### src/design/uwbps_pkg.sv
package uwbps_pkg;

	localparam int DATA_W = 8;
	localparam int ADDR_W = 48;
	localparam int SIG_BYTES = 16;
	localparam int CFG_W = 64;
	localparam int CFG_IDX_W = 2;
	localparam int LEN_W = 5;

	// register indexes
	localparam logic [CFG_IDX_W-1:0] CFG_PATTERN_LOW = 2'd0;
	localparam logic [CFG_IDX_W-1:0] CFG_PATTERN_HIGH = 2'd1;
	localparam logic [CFG_IDX_W-1:0] CFG_CARE_MASK = 2'd2;
	localparam logic [CFG_IDX_W-1:0] CFG_PATTERN_LENGTH = 2'd3;

	// match status codes, also used for the saturating match count
	localparam logic [1:0] STATUS_NONE = 2'd0;
	localparam logic [1:0] STATUS_UNIQUE = 2'd1;
	localparam logic [1:0] STATUS_AMBIGUOUS = 2'd2;

	typedef struct packed {
		logic [DATA_W-1:0] data_byte;
		logic [ADDR_W-1:0] byte_address;
		logic              range_first;
		logic              scan_last;
	} item_t;

	typedef struct packed {
		logic [1:0]        match_status;
		logic [ADDR_W-1:0] match_address;
	} result_t;

	typedef struct packed {
		logic [SIG_BYTES-1:0][DATA_W-1:0] pattern;
		logic [SIG_BYTES-1:0]             care;
		logic [LEN_W-1:0]                 length;
	} sig_cfg_t;

endpackage

### src/design/uwbps_match.sv
module uwbps_match
	import uwbps_pkg::*;
#(
	parameter int MAX_PATTERN = 16
) (
	input  sig_cfg_t                                  cfg,
	input  logic [DATA_W-1:0]                         cur_byte,
	input  logic [MAX_PATTERN-2:0][DATA_W-1:0]        window,
	input  logic [$clog2(MAX_PATTERN)-1:0]            fill,
	output logic                                      hit
);

	localparam int IW = 6;

	logic [MAX_PATTERN-1:0][DATA_W-1:0] bytes_all;
	logic [MAX_PATTERN-1:0]             pos_ok;
	logic                               len_ok;
	logic                               fill_ok;

	// bytes_all[j] is the byte j positions back from the newest one
	assign bytes_all = {window, cur_byte};

	// window position j lines up with pattern byte length-1-j
	always_comb begin
		logic [IW-1:0] idx;
		logic          cares;
		for (int j = 0; j < MAX_PATTERN; j++) begin
			idx = IW'(cfg.length) - IW'(j) - IW'(1);
			cares = (IW'(j) < IW'(cfg.length)) && (idx < IW'(SIG_BYTES))
				&& cfg.care[idx[3:0]];
			pos_ok[j] = !cares || (bytes_all[j] == cfg.pattern[idx[3:0]]);
		end
	end

	assign len_ok = (cfg.length != '0) && (IW'(cfg.length) <= IW'(MAX_PATTERN));
	assign fill_ok = (IW'(fill) + IW'(1)) >= IW'(cfg.length);
	assign hit = len_ok && fill_ok && (&pos_ok);

endmodule

### src/design/unique_wildcard_byte_pattern_scan_top.sv
// wildcard byte signature scanner
// item channel (item_valid / item_stall / item): one memory byte per word with
// its address, a range_first flag that restarts the match window and a
// scan_last flag that closes the scan.
// result channel (result_valid / result_stall / result): one word per scan,
// given for the word carrying scan_last: status none, unique or ambiguous, and
// the start address of the match when it is unique (zero otherwise).
// config port (cfg_wr_en / cfg_index / cfg_data): pattern bytes low and high,
// care mask and pattern length, written while the scanner is idle.
// an accepted word is held in the input register and compared from there; a
// scan-ending word then writes the result register, unless a shown result stalls.
// throughput is one word per cycle while item_stall is low, set by the
// combinational window compare between the input and result registers.
// reset clears configuration, match count, window fill and both valid flags.
// a stalled result holds; the input register keeps taking plain bytes and only
// a scan-ending word waiting behind a stalled result raises item_stall.
module unique_wildcard_byte_pattern_scan_top
	import uwbps_pkg::*;
#(
	parameter int MAX_PATTERN = 16,
	parameter int ADDRESS_BITS = 48
) (
	input  logic                 clk,
	input  logic                 arst_n,
	input  logic                 item_valid,
	output logic                 item_stall,
	input  item_t                item,
	output logic                 result_valid,
	input  logic                 result_stall,
	output result_t              result,
	input  logic                 cfg_wr_en,
	input  logic [CFG_IDX_W-1:0] cfg_index,
	input  logic [CFG_W-1:0]     cfg_data
);

	localparam int WIN = MAX_PATTERN - 1;
	localparam int FW = $clog2(MAX_PATTERN);
	// effective address width: the result field is 48 bits wide
	localparam int EAW = (ADDRESS_BITS < ADDR_W) ? ADDRESS_BITS : ADDR_W;

	sig_cfg_t                     cfg_q;
	logic                         valid_s1;
	item_t                        item_s1;
	logic [WIN-1:0][DATA_W-1:0]   win_q;
	logic [FW-1:0]                fill_q;
	logic [1:0]                   count_q;
	logic [EAW-1:0]               first_q;

	logic                         advance;
	logic                         res_free;
	logic                         hit;
	logic [FW-1:0]                fill_eff;
	logic [1:0]                   count_d;
	logic [EAW-1:0]               first_d;
	logic [EAW-1:0]               start_addr;

	// configuration registers
	always_ff @(posedge clk or negedge arst_n) begin
		if (!arst_n) begin
			cfg_q <= '0;
		end else if (cfg_wr_en) begin
			unique case (cfg_index)
				CFG_PATTERN_LOW:    cfg_q.pattern[7:0] <= cfg_data;
				CFG_PATTERN_HIGH:   cfg_q.pattern[15:8] <= cfg_data;
				CFG_CARE_MASK:      cfg_q.care <= cfg_data[SIG_BYTES-1:0];
				CFG_PATTERN_LENGTH: cfg_q.length <= cfg_data[LEN_W-1:0];
				default: ;
			endcase
		end
	end

	// the input register moves on unless it holds a scan end that cannot
	// yet be written into a still stalled result register
	assign res_free = !result_valid || !result_stall;
	assign advance = valid_s1 && (!item_s1.scan_last || res_free);
	assign item_stall = valid_s1 && !advance;

	always_ff @(posedge clk or negedge arst_n) begin
		if (!arst_n) begin
			valid_s1 <= 1'b0;
		end else if (!item_stall) begin
			valid_s1 <= item_valid;
		end
	end

	always_ff @(posedge clk) begin
		if (item_valid && !item_stall) begin
			item_s1 <= item;
		end
	end

	// a new range starts with an empty window
	assign fill_eff = item_s1.range_first ? '0 : fill_q;

	uwbps_match #(
		.MAX_PATTERN(MAX_PATTERN)
	) u_match (
		.cfg(cfg_q),
		.cur_byte(item_s1.data_byte),
		.window(win_q),
		.fill(fill_eff),
		.hit(hit)
	);

	// match start: byte address minus length-1, wrapping in the address width
	assign start_addr = item_s1.byte_address[EAW-1:0]
		- EAW'(cfg_q.length - LEN_W'(1));

	always_comb begin
		count_d = count_q;
		first_d = first_q;
		if (hit) begin
			if (count_q == STATUS_NONE) begin
				first_d = start_addr;
			end
			if (count_q != STATUS_AMBIGUOUS) begin
				count_d = count_q + 2'd1;
			end
		end
	end

	// scan state; bytes past the fill count are never compared, so the
	// window itself needs no clearing
	always_ff @(posedge clk or negedge arst_n) begin
		if (!arst_n) begin
			fill_q <= '0;
			count_q <= STATUS_NONE;
			first_q <= '0;
		end else if (advance) begin
			if (item_s1.scan_last) begin
				fill_q <= '0;
				count_q <= STATUS_NONE;
				first_q <= '0;
			end else begin
				fill_q <= (fill_eff < FW'(WIN)) ? fill_eff + FW'(1) : fill_eff;
				count_q <= count_d;
				first_q <= first_d;
			end
		end
	end

	always_ff @(posedge clk) begin
		if (advance) begin
			win_q <= {win_q[WIN-2:0], item_s1.data_byte};
		end
	end

	// result register
	always_ff @(posedge clk or negedge arst_n) begin
		if (!arst_n) begin
			result_valid <= 1'b0;
		end else if (advance && item_s1.scan_last) begin
			result_valid <= 1'b1;
		end else if (!result_stall) begin
			result_valid <= 1'b0;
		end
	end

	always_ff @(posedge clk) begin
		if (advance && item_s1.scan_last) begin
			result.match_status <= count_d;
			result.match_address <= (count_d == STATUS_UNIQUE) ? ADDR_W'(first_d) : '0;
		end
	end

	// match count saturates at the ambiguous code
	a_count_range: assert property (@(posedge clk) disable iff (!arst_n)
		count_q != 2'd3)
		else $error("match count out of range");

	// a shown result only carries an address when it is unique
	a_addr_unique: assert property (@(posedge clk) disable iff (!arst_n)
		result_valid && (result.match_status != STATUS_UNIQUE)
		|-> result.match_address == '0)
		else $error("address given for non-unique result");

	// input only stalls behind a scan end waiting on a stalled result
	a_stall_cause: assert property (@(posedge clk) disable iff (!arst_n)
		item_stall |-> valid_s1 && item_s1.scan_last && result_valid && result_stall)
		else $error("input stalled without cause");

	// a scan end leaves clean scan state and a pending result
	a_scan_end: assert property (@(posedge clk) disable iff (!arst_n)
		advance && item_s1.scan_last
		|=> result_valid && (count_q == STATUS_NONE) && (fill_q == '0))
		else $error("scan state not cleared at scan end");

endmodule

### config.mk
export PLATFORM = sky130hd
export DESIGN_NAME = unique_wildcard_byte_pattern_scan_top
export DESIGN_NICKNAME = d
export VERILOG_FILES = /design/src/design/uwbps_pkg.sv /design/src/design/uwbps_match.sv /design/src/design/unique_wildcard_byte_pattern_scan_top.sv
export SDC_FILE = /design/constraint.sdc
export NUM_CORES = 1
export LEC_CHECK = 0
export ABC_AREA = 1
export BUFFER_PORTS_ARGS = -buffer_cell sky130_fd_sc_hd__buf_4
export CORE_ASPECT_RATIO = 1.1
export CORE_MARGIN = 5
export CORE_UTILIZATION = 35
export DETAILED_ROUTE_END_ITERATION = 7
export PLACE_DENSITY = 0.51
export SLEW_MARGIN = 40
export SYNTH_ARGS = -nofsm -noshare
export SYNTH_HDL_FRONTEND = slang
export SYNTH_SLANG_ARGS = --single-unit
### constraint.sdc
create_clock -name clk -period 5.95 [get_ports clk]
set_clock_uncertainty 0.05 [all_clocks]
set_input_delay 1.19 -clock clk [delete_from_list [all_inputs] [get_ports clk]]
set_output_delay 1.19 -clock clk [all_outputs]
set_load 0.01 [all_outputs]
==> results.ini <==
[route]
detail_route.first_pass.iterations=7
detail-route-antenna-nets=0
drt_iter0_markers=3249
wire_length_after_detailed_routing_um=133500
vias=30980
detail_route.drc_violations=0
wl_per_cell_um=23.15
routed_via_count_divided_by_cell_count=5.370

[synthesis]
ys_warn_count=0
synthesis.nets=4690
mappedNetlistArea_um2=30660
number_of_flops_mapped_to_enable_cells_by_yosys=228
fraction_of_post_synthesis_cell_area_in_the_top_cell_type_by_area_pct=22.33
synthCells=4484
synth_top_area_cell=edfxtp_1
synth_top_flop_cell=edfxtp_1
ys_seq_elements=433
synth_seq_area_share_pct=39.06
synth_cell_types=47
async_set_or_reset_flop_fraction_in_the_synthesized_netlist_pct=47.34
avgSynthCellArea_um2=6.837
ys_top_cells_by_area=edfxtp_1, nand2_1, dfrtp_1

[cts]
post_cts_resize_count=0
ctsLongestPathBuffers=3
clock_sinks=433
clk_root_buf=clkbuf_16
post-cts-setup-buffer-count=0
cts_hold_buf=0
htree_levels=2
clock_latency_ps=640
clkTransAtPathRegs_ps=80
tritoncts=done
number_of_cts_inserted_buffers=51

[final_layout]
design.final.nets=4779
post_route_cells_drive_above_1_share_pct=8.189
layout.cell_area.non_filler_um2=34840
areaGrowthSynthToFinish_pct=13.66
post_route_core_utilization_pct=40.20

[setup_path]
timing.critical_path.required_ps=6370
worst_path_largest_cell_delay_ps=510
worstSetupStartpointType=register
crit_path_end_kind=register
timing.setup.critical_path_class=reg -> reg
critPathBufInv=4
worstPathArrival_ps=5780
crit_path_top_delay_cell=dfrtp_2
critical_path.top_delay_family=simple AND/OR/NAND/NOR gates
path_common_cell=nand2_1
critical_path.max_fanout=48

[placement]
port_buffers=180
gpl.final_weighted_congestion=0.9716
placed_area_um2=33040
dp.final_hpwl_um=101600

[floorplan]
floorplan.die.width_um=292.2
rows=113
ioPinCount=181
die_height_um=320.4
coreArea_um2=86670
die-area_um2=93620
initial_utilization_pct=35.37

[sta]
setup-violations-final=0
post-route-period-util_pct=90.18
number_of_endpoints_with_negative_hold_slack_in_the_final_report=0
max_freq_ghz=0.1864
min_period_ps=5365
rsz0062_at_grt=false
timing.hold.ws_ps=358.3
final.setup.tns_ps=0
report.final.slew_viol_count=0
worstMarginPinSlew_ps=921.6
timing.slew.headroom_pct=38.56

[grt]
first_pass_grt_wire_length_um=193300
grt_max_degree=184
global_route.overflow_total=0
first_global_vias=29750
antenna_violations_before_repair=2
track_usage_pct=27.60

[job]
drv_cap=0

[pwr]
p_per_area_nw_per_um2=402.4
irDropWorstVdd_v=0.0002871
power.static_leakage_uw=0.01666

[outcome]
status=complete, no violations

[worst_hold_path]
worst_hold_path_type=in -> async

## path summary, 6_finish.rpt
path                                       from                       end  slack, ps  depth (start not counted)
max                        cfg_q[1]$_DFFE_PN0P_  result[12]$_SDFFCE_PP0P_        580                         27
min                                      arst_n      cfg_q[9]$_DFFE_PN0P_        360                          1
max reg2reg                cfg_q[1]$_DFFE_PN0P_  result[12]$_SDFFCE_PP0P_        580                         27
min reg2reg                  win_q[1]$_DFFE_PP_        win_q[9]$_DFFE_PP_        420                          0
max in group asynchronous                arst_n    cfg_q[117]$_DFFE_PN0P_       4550                          2
min in group clk             win_q[1]$_DFFE_PP_        win_q[9]$_DFFE_PP_        420                          0
## synthesized netlist by cell type, types with 2 or more instances
cell type / instances
ha_1: 76
inv_4: 2
edfxtp_1: 228
buf_6: 7
o2111ai_1: 6
nand2_1: 1595
a21boi_0: 4
nor2_1: 220
xor2_1: 26
buf_2: 67
dfrtp_1: 205
nand4_1: 11
a21o_1: 3
mux2i_1: 14
and2_1: 8
o22ai_1: 2
a211oi_1: 2
o21ai_0: 279
xor2_4: 4
a21oi_1: 89
nor3_1: 22
inv_2: 8
nand3b_1: 46
inv_1: 387
nand3_1: 947
a31oi_1: 9
clkinv_1: 3
o21a_1: 17
and3_1: 2
nor2_2: 20
buf_1: 28
o211ai_1: 3
or2_2: 6
nand2_2: 8
o21ai_1: 9
o31ai_1: 2
clkbuf_1: 78
xnor2_1: 8
nor4_1: 4
buf_4: 18
o21bai_1: 5
## state kept, by name, summed over array words and instances (netlist names)
register,cells
win_q,120
first_q,48
cfg_q,149
result,50
item_s1,58
count_q,2
fill_q,4
valid_s1,1
result_valid,1
## area by class of cell
type / instances / area, µm²
multi-input combinational: 3453 / 16280
antenna: 3 / 7.507
clock inverter: 20 / 236.5
clock buffer: 76 / 1473
timing repair buffer: 234 / 1912
sequential: 433 / 11980
inverter: 400 / 1511
tap: 1150 / 1439
fill: 9204 / 51820
## stage by stage
step	setup slack [ps]	std cells	power, µW
after global placement	755.3	5666	10720
final	584.6	5769	14020
after CTS	715.9	5762	14000
after floorplan	330.0	4484	8214
after global routing	402.2	5766	14900
after detailed placement	734.0	5666	10720
## worst register-to-register path, cell delays in order (launching register included)
cell and delay (ps):
dfrtp_2 510, inv_2 230, ha_2 350, inv_2 330
nand2_1 160, nand2_1 500, buf_4 380, nand2_1 90
nand2_1 80, nand2_1 60, nand2_1 90, nand2_1 70
nand2_1 100, nand2_1 50, nand2_1 60, nand2_1 110
nor2_1 250, nand2_1 180, nand2_1 100, nand2_1 50
nor2_1 180, nand2_1 190, nor2_4 430, nand2_1 120
nand2_2 110, nand2_2 60, buf_12 200, nor2_1 150
## metal layers
metal / up-vias / track usage [%] / wire length [µm] / share of wire (%)
li1: 15010 / - / - / -
met1: 14340 / 31.10 / 49550 / 37
met2: 1230 / 47.12 / 63170 / 47
met3: 403 / 3.232 / 7101 / 5.3
met4: 2 / 22.38 / 13700 / 10
met5: - / 0 / 16 / 0.012
## report_power, final
| group | leakage (µW) | switching (µW) | internal (µW) | total (µW) |
|---|---|---|---|---|
| combinational | 0.0110 | 4860 | 1960 | 6820 |
| sequential | 0.00484 | 429 | 3530 | 3960 |
| clock | 0.000831 | 1380 | 1860 | 3240 |
| total | 0.0167 | 6670 | 7350 | 14000 |
## kinds of logic after synthesis
logic type,synth area share [%]
AO/OA/AOI/OAI,7.493
adder cells (fa/ha/maj),3.167
XOR/XNOR,1.384
flip-flops,39.06
multiplexers,0.4571
buffers and inverters,8.003
AND/OR/NAND/NOR,40.43
## placed cells by master (no fill, tap or decap), types with 19 or more instances in the layout
master | synthesis | final
nor2_1 | 220 | 218
buf_4 | 18 | 220
nor2_2 | 20 | 19
ha_1 | 76 | 74
nand3b_1 | 46 | 46
xor2_1 | 26 | 26
nor3_1 | 22 | 22
clkbuf_16 | 0 | 53
a21oi_1 | 89 | 89
dfrtp_1 | 205 | 202
inv_1 | 387 | 383
nand3_1 | 947 | 945
o21ai_0 | 279 | 273
nand2_1 | 1595 | 1592
edfxtp_1 | 228 | 228
(Power assumes the default switching activity.)
